`src/bifb_pkg.sv`:
```
// ----------------------------------------------------------------------------
// bifb_pkg
// Shared types and constants for the boot info framebuffer tag finder.
// ----------------------------------------------------------------------------
package bifb_pkg;

  localparam int unsigned MAX_TOTAL_BYTES_DEF = 65536;
  localparam int unsigned OFF_W = 17;

  localparam logic [2:0] ST_FOUND     = 3'd0;
  localparam logic [2:0] ST_NO_INFO   = 3'd1;
  localparam logic [2:0] ST_BAD_TOTAL = 3'd2;
  localparam logic [2:0] ST_ZERO_SIZE = 3'd3;
  localparam logic [2:0] ST_UNUSABLE  = 3'd4;
  localparam logic [2:0] ST_NONE      = 3'd5;

  typedef struct packed {
    logic [31:0] data_word;
    logic        first_word;
  } item_t;

  typedef struct packed {
    logic [2:0]  status;
    logic [31:0] frame_address;
    logic [31:0] line_pitch;
    logic [31:0] pixel_width;
    logic [31:0] pixel_height;
  } result_t;

endpackage

```
`src/boot_info_framebuffer_tag_finder.sv`:
```
// ----------------------------------------------------------------------------
// boot_info_framebuffer_tag_finder
// Walks a boot info tag stream and reports the first framebuffer tag.
// ----------------------------------------------------------------------------
//  channel  | signals                           | dir | payload
//  item     | item_valid, item_stall, item      | in  | item_t (one 32-bit word)
//  result   | result_valid, result_stall, result| out | result_t (at most one per structure)
//  base     | base_valid, base_ready, base_data | in  | 64-bit info base pointer
//
//  One word per cycle while item_stall is low. The result is registered from the deciding word,
//  into the output register or, when that is occupied, the skid entry. A two-entry output
//  buffer (output register plus skid) holds results; item_stall rises only while the skid entry is full.
//  base_ready is always high; the pointer is captured whenever base_valid is high and checked on each first word.
//  rst is synchronous, active high, and clears the walk and the buffer.
// ----------------------------------------------------------------------------
module boot_info_framebuffer_tag_finder #(
  parameter int unsigned MAX_TOTAL_BYTES = bifb_pkg::MAX_TOTAL_BYTES_DEF
) (
  input  logic              clk,
  input  logic              rst,
  input  logic              item_valid,
  output logic              item_stall,
  input  bifb_pkg::item_t   item,
  output logic              result_valid,
  input  logic              result_stall,
  output bifb_pkg::result_t result,
  input  logic              base_valid,
  output logic              base_ready,
  input  logic [63:0]       base_data
);
  import bifb_pkg::*;

  localparam logic [2:0] PH_IDLE    = 3'd0;
  localparam logic [2:0] PH_SEEK    = 3'd1;
  localparam logic [2:0] PH_SIZE    = 3'd2;
  localparam logic [2:0] PH_PAYLOAD = 3'd3;
  localparam logic [2:0] PH_DONE    = 3'd4;

  localparam logic [31:0] MaxTotal = 32'(MAX_TOTAL_BYTES);

  logic [63:0]      base_ptr;
  logic [2:0]       phase, phase_next;
  logic [OFF_W-1:0] byte_offset, byte_offset_next;
  logic [OFF_W-1:0] total_bytes, total_bytes_next;
  logic [OFF_W-1:0] next_tag, next_tag_next;
  logic             tag_disp, tag_disp_next;
  logic [31:0]      cap_addr, cap_addr_next;
  logic             addr_hi_nz, addr_hi_nz_next;
  logic [31:0]      cap_pitch, cap_pitch_next;
  logic [31:0]      cap_width, cap_width_next;
  logic [31:0]      cap_height, cap_height_next;

  logic             skid_valid;
  result_t          skid;
  logic             accept, push, pop;
  logic [2:0]       push_status;
  result_t          push_word;

  logic [OFF_W-1:0] off_inc;
  logic [OFF_W-1:0] rel;
  logic [32:0]      rounded;
  logic [33:0]      tag_sum;
  logic [31:0]      word;

  assign base_ready = 1'b1;
  assign item_stall = skid_valid;
  assign accept     = item_valid && !item_stall;
  assign pop        = result_valid && !result_stall;
  assign word       = item.data_word;

  assign off_inc = byte_offset + OFF_W'(4);
  assign rel     = off_inc - next_tag;
  assign rounded = ({1'b0, word} + 33'd7) & ~33'd7;
  assign tag_sum = {{(34-OFF_W){1'b0}}, next_tag} + {1'b0, rounded};

  always_comb begin
    phase_next       = phase;
    byte_offset_next = byte_offset;
    total_bytes_next = total_bytes;
    next_tag_next    = next_tag;
    tag_disp_next    = tag_disp;
    cap_addr_next    = cap_addr;
    addr_hi_nz_next  = addr_hi_nz;
    cap_pitch_next   = cap_pitch;
    cap_width_next   = cap_width;
    cap_height_next  = cap_height;
    push             = 1'b0;
    push_status      = ST_NONE;
    if (accept) begin
      if (item.first_word) begin
        byte_offset_next = '0;
        next_tag_next    = OFF_W'(8);
        tag_disp_next    = 1'b0;
        cap_addr_next    = '0;
        addr_hi_nz_next  = 1'b0;
        cap_pitch_next   = '0;
        cap_width_next   = '0;
        cap_height_next  = '0;
        if (base_ptr == 64'd0 || base_ptr[63:32] != 32'd0) begin
          push        = 1'b1;
          push_status = ST_NO_INFO;
        end else if (word < 32'd16 || word > MaxTotal) begin
          push        = 1'b1;
          push_status = ST_BAD_TOTAL;
        end else begin
          total_bytes_next = word[OFF_W-1:0];
          phase_next       = PH_SEEK;
        end
      end else if (phase inside {PH_SEEK, PH_SIZE, PH_PAYLOAD}) begin
        byte_offset_next = off_inc;
        case (phase)
          PH_SEEK: begin
            if (off_inc == next_tag) begin
              tag_disp_next = (word == 32'd8);
              phase_next    = PH_SIZE;
            end
          end
          PH_SIZE: begin
            if (word == 32'd0) begin
              push        = 1'b1;
              push_status = ST_ZERO_SIZE;
            end else if (tag_disp) begin
              phase_next = PH_PAYLOAD;
            end else if (tag_sum + 34'd8 > {{(34-OFF_W){1'b0}}, total_bytes}) begin
              push        = 1'b1;
              push_status = ST_NONE;
            end else begin
              next_tag_next = tag_sum[OFF_W-1:0];
              phase_next    = PH_SEEK;
            end
          end
          default: begin
            case (rel)
              OFF_W'(8):  cap_addr_next   = word;
              OFF_W'(12): addr_hi_nz_next = (word != 32'd0);
              OFF_W'(16): cap_pitch_next  = word;
              OFF_W'(20): cap_width_next  = word;
              OFF_W'(24): cap_height_next = word;
              OFF_W'(28): begin
                push        = 1'b1;
                push_status = (word[7:0] == 8'd32 && (cap_addr != 32'd0 || addr_hi_nz))
                              ? ST_FOUND : ST_UNUSABLE;
              end
              default: ;
            endcase
          end
        endcase
      end
      if (push) begin
        phase_next = PH_DONE;
      end
    end
  end

  always_comb begin
    push_word.status        = push_status;
    push_word.frame_address = (push_status == ST_FOUND) ? cap_addr   : 32'd0;
    push_word.line_pitch    = (push_status == ST_FOUND) ? cap_pitch  : 32'd0;
    push_word.pixel_width   = (push_status == ST_FOUND) ? cap_width  : 32'd0;
    push_word.pixel_height  = (push_status == ST_FOUND) ? cap_height : 32'd0;
  end

  always_ff @(posedge clk) begin
    if (rst) begin
      base_ptr    <= '0;
      phase       <= PH_IDLE;
      byte_offset <= '0;
      total_bytes <= '0;
      next_tag    <= OFF_W'(8);
      tag_disp    <= 1'b0;
      cap_addr    <= '0;
      addr_hi_nz  <= 1'b0;
      cap_pitch   <= '0;
      cap_width   <= '0;
      cap_height  <= '0;
    end else begin
      if (base_valid && base_ready) begin
        base_ptr <= base_data;
      end
      phase       <= phase_next;
      byte_offset <= byte_offset_next;
      total_bytes <= total_bytes_next;
      next_tag    <= next_tag_next;
      tag_disp    <= tag_disp_next;
      cap_addr    <= cap_addr_next;
      addr_hi_nz  <= addr_hi_nz_next;
      cap_pitch   <= cap_pitch_next;
      cap_width   <= cap_width_next;
      cap_height  <= cap_height_next;
    end
  end

  // output register plus skid entry
  always_ff @(posedge clk) begin
    if (rst) begin
      result_valid <= 1'b0;
      skid_valid   <= 1'b0;
    end else if (pop) begin
      if (skid_valid) begin
        result     <= skid;
        skid_valid <= 1'b0;
      end else if (push) begin
        result <= push_word;
      end else begin
        result_valid <= 1'b0;
      end
    end else if (!result_valid) begin
      if (push) begin
        result       <= push_word;
        result_valid <= 1'b1;
      end
    end else if (push) begin
      skid       <= push_word;
      skid_valid <= 1'b1;
    end
  end

`ifndef SYNTHESIS
  a_skid_needs_head: assert property (@(posedge clk) disable iff (rst)
    skid_valid |-> result_valid)
    else $error("skid entry full while output register empty");

  a_fields_zero: assert property (@(posedge clk) disable iff (rst)
    (result_valid && result.status != ST_FOUND) |->
      (result.frame_address == 32'd0 && result.line_pitch == 32'd0 &&
       result.pixel_width == 32'd0 && result.pixel_height == 32'd0))
    else $error("nonzero fields on a failed result");

  a_done_after_push: assert property (@(posedge clk) disable iff (rst)
    push |=> phase == PH_DONE)
    else $error("walk not closed after a result");

  a_status_range: assert property (@(posedge clk) disable iff (rst)
    result_valid |-> result.status <= ST_NONE)
    else $error("status code out of range");
`endif

endmodule
```
`config.mk`:
```
export PLATFORM = sky130hd
export DESIGN_NAME = boot_info_framebuffer_tag_finder
export DESIGN_NICKNAME = d
export VERILOG_FILES = /design/src/bifb_pkg.sv /design/src/boot_info_framebuffer_tag_finder.sv
export SDC_FILE = /design/constraint.sdc
export NUM_CORES = 1
export LEC_CHECK = 0
export BUFFER_PORTS_ARGS = -buffer_cell sky130_fd_sc_hd__buf_2
export CAP_MARGIN = 5
export CORE_MARGIN = 5
export CORE_UTILIZATION = 46
export DETAILED_ROUTE_END_ITERATION = 12
export HOLD_SLACK_MARGIN = 0.06
export MAX_ROUTING_LAYER = met4
export SETUP_SLACK_MARGIN = 0.02
export SYNTH_ARGS = -nofsm -noshare
export SYNTH_HDL_FRONTEND = slang
export SYNTH_SLANG_ARGS = --single-unit
```
`constraint.sdc`:
```
create_clock -name clk -period 28.3 [get_ports clk]
set_input_delay 1.415 -clock clk [delete_from_list [all_inputs] [get_ports clk]]
set_output_delay 1.415 -clock clk [all_outputs]
set_load 0.005 [all_outputs]
```
==> reports/metrics.cfg <==
[global_route]
grt_use_total_pct = 25.4
grt_first_pass_wirelength_um = 112000
overflow = 0
grt_max_degree = 119
grt_pass1_vias = 18500
antenna_found_initial = 2

[critical_path]
critPathKind = primary input to register
cp.required_ns = 28.51
r2r_slack_ns = 20.79
arrival_ns = 9.61
endpoint_kind = register
setup.worst_path.start_class = primary input
path_max_fanout = 68

[synth]
synth_cell_type_count = 85
synth_area_um2 = 24600
syn_inst = 2415
synth_edf_count = 262
synth_ff_type = edfxtp_1
syn_area_per_cell_um2 = 10.2
synth_seq_cells = 507
synthArstFlopShare_pct = 0
ys_warn_count = 0
yosysSeqAreaShare_pct = 51.8

[timing]
rsz0062_at_grt = no
tns_ns = 0
hold_violations = 0
drv_slew = 0
setup_violations = 0
finalCriticalPeriod_ns = 9.40
max_freq_ghz = 0.106
slew_headroom_pct = 16.8
timing.final.crit_share_pct = 33.2
fin_skew_ns = 0.0391
worstMarginPinSlew_ns = 1.25

[power_and_ir_drop]
power_switching_uw = 422
p_seq_share_pct = 46.7
total_power_uw = 1750
power_density_nw_per_um2 = 61.8
p_clk_share_pct = 44.4
pwr-share-comb_pct = 8.9
p_sw_share_pct = 24.1
p_leak_uw = 0.0115
ir_worst_vdd_uv = 49.7
p_int_uw = 1330

[die]
io-pin-count = 236
die_x_um = 241
num_rows = 84
die_area_um2 = 58300
dieHeight_um = 241
core_um2 = 52800
start_util_pct = 46.7

[drt]
dr.first_iter.drc_count = 1744
vias = 19400
wl_per_cell_um = 22.7
wirelength_um = 75200
drc = 0
final_antenna_net_count = 0
vias_per_cell = 5.84
dr.pass1.iters = 5

[layout]
drive_gt1_share_pct = 16.3
final_nets = 2728
syn2layout_area_growth_pct = 14.8
fin_cells = 3317

[status]
status = completed

[clock_tree]
cts-root-buf = clkbuf_16
h-tree-depth = 2
cts_tree = yes
holdBufCountCts = 0
cts.sinks = 507
numCtsBuffers = 54
clkLatencyLatePin_ns = 0.63
path_clk_slew_ns = 0.06
cts_max_path_buffers = 3
post_cts_resized = 0
cts_setup_buffers = 0

[place]
placed_cells = 3213
gp_congestion = 0.957
io_buffers = 234
dp_hpwl_um = 49500

[flow_run]
drv_cap = 0

[min_path]
hold_class = register to register

==> flip-flops by register name, indices dropped and copies added, names as in the netlist <==
register / cells
cap_addr: 32
tag_disp: 1
base_ptr: 64
byte_offset: 15
next_tag: 14
result_valid: 1
item_stall: 1
skid: 131
phase: 3
cap_width: 32
addr_hi_nz: 1
cap_height: 32
cap_pitch: 32
total_bytes: 17
result: 131
==> power by group through the flow <==
stage               logic (uW)  clock network (uW)  registers, uW
floorplan                 92.8                   0            831
global placement           153                   0            833
detailed placement         156                   0            834
CTS                        156                 788            818
global route               170                 817            820
finish                     156                 776            818
==> synth_stat cells, types with 15 or more instances <==
cell	n	area [um^2]
inv_1	48	180
dfxtp_1	245	4900
edfxtp_1	262	7870
buf_2	18	90.1
nand4_1	27	169
ha_1	44	551
and3_1	15	93.8
o21ai_0	45	225
clkbuf_1	124	465
mux2i_1	154	1540
nor2b_1	33	206
nand2_1	65	244
a221oi_2	34	510
xor2_1	28	245
a221oi_1	96	841
a21o_1	25	188
a21oi_1	58	290
nand3_1	31	155
nor3_1	28	140
nor4_1	46	288
a22oi_1	72	541
xnor2_1	46	403
and2_1	138	863
nor2_1	548	2060
==> final cells by class <==
cell class | count | area, um^2
fill | 4776 | 24500
sequential | 507 | 12800
multi-input combinational | 1705 | 11100
clock buffer | 70 | 1540
timing repair buffer | 265 | 1410
tap | 688 | 861
clock inverter | 32 | 427
inverter | 48 | 180
antenna | 2 | 5.00
==> routing by layer <==
| metal | global-route usage, % | routed length (um) | share of wire, % |
|---|---|---|---|
| met2 | 38.9 | 34200 | 45 |
| met4 | 6.77 | 1890 | 2.5 |
| met1 | 34.8 | 33300 | 44 |
| met5 | - | 0 | 0 |
| met3 | 5.09 | 5820 | 7.7 |
==> critical path, cell delays in order <==
cell and delay (ns):
buf_2 0.14, o31a_1 0.23, nand3_1 0.50, nor2_1 0.37, and3_1 0.28, nand3_1 0.13, nor2_1 0.18, and2_1 0.22
xor2_1 0.17, ha_1 0.34, o21a_1 0.17, a21oi_1 0.25, mux2_2 0.37, a311oi_1 0.56, and4_1 0.39, nand4b_1 0.22
or4_1 0.60, mux2i_1 0.17, o2111ai_1 0.37, o211ai_4 0.09, buf_4 0.40, nor3_2 0.25, buf_4 0.78, buf_4 0.85
==> path summary, 6_finish.rpt <==
path | cells past startpoint | end | from
min | 2 | addr_hi_nz | addr_hi_nz
min reg2reg | 2 | addr_hi_nz | addr_hi_nz
max | 24 | skid[112] | item[2]
max reg2reg | 21 | skid[112] | byte_offset[2]
==> logic make-up (layout without fill, tap and decap cells) <==
kind of cell | count (synthesis) | in the layout | synth area share [%]
buffers and inverters | 204 | 415 | 3.57
XOR/XNOR | 75 | 75 | 2.70
other | 1 | 4 | 0.0152
flip-flops | 507 | 507 | 51.8
multiplexers | 156 | 156 | 6.35
AND/OR/NAND/NOR | 992 | 992 | 19.2
adder cells (fa/ha/maj) | 45 | 45 | 2.32
AO/OA/AOI/OAI | 435 | 435 | 14.0
==> placed cells by master (no fill, tap or decap), types with 5 or more instances in the layout <==
cell type  instances
nand4_1           27
a31oi_1           10
clkinv_2          13
nor3_1            26
edfxtp_1         262
inv_1             48
buf_4             32
ha_1              44
o21ai_0           45
a221oi_2          34
nand3_1           31
nor2_1           547
clkbuf_16         55
xor2_1            28
and4_1             7
a211oi_1           8
xnor2_1           46
nand2b_1          11
a221oi_1          96
and3_1            14
and2_1           137
bufinv_16          9
a22o_1            13
clkbuf_8          11
nand2_1           64
o21a_1             5
a21oi_1           55
a21o_1            25
o211ai_1          11
a22oi_1           72
buf_2            232
nor2b_1           33
or3_1             10
a21boi_0           5
dfxtp_1          245
nor4_1            46
mux2i_1          154
==> metrics by stage <==
stage | setup slack [ns] | hold slack [ns] | utilization (%) | area (um^2)
finish | 18.90 | 0.477 | 53.6 | 28300
global route | 18.33 | 0.504 | 53.6 | 28300
floorplan | 12.22 | 0.450 | - | 24600
CTS | 18.95 | 0.478 | 53.6 | 28300
detailed placement | 18.34 | 0.467 | 49.9 | 26300
global placement | 18.50 | 0.469 | 49.9 | 26300
Power figures use the tool's default switching activity.
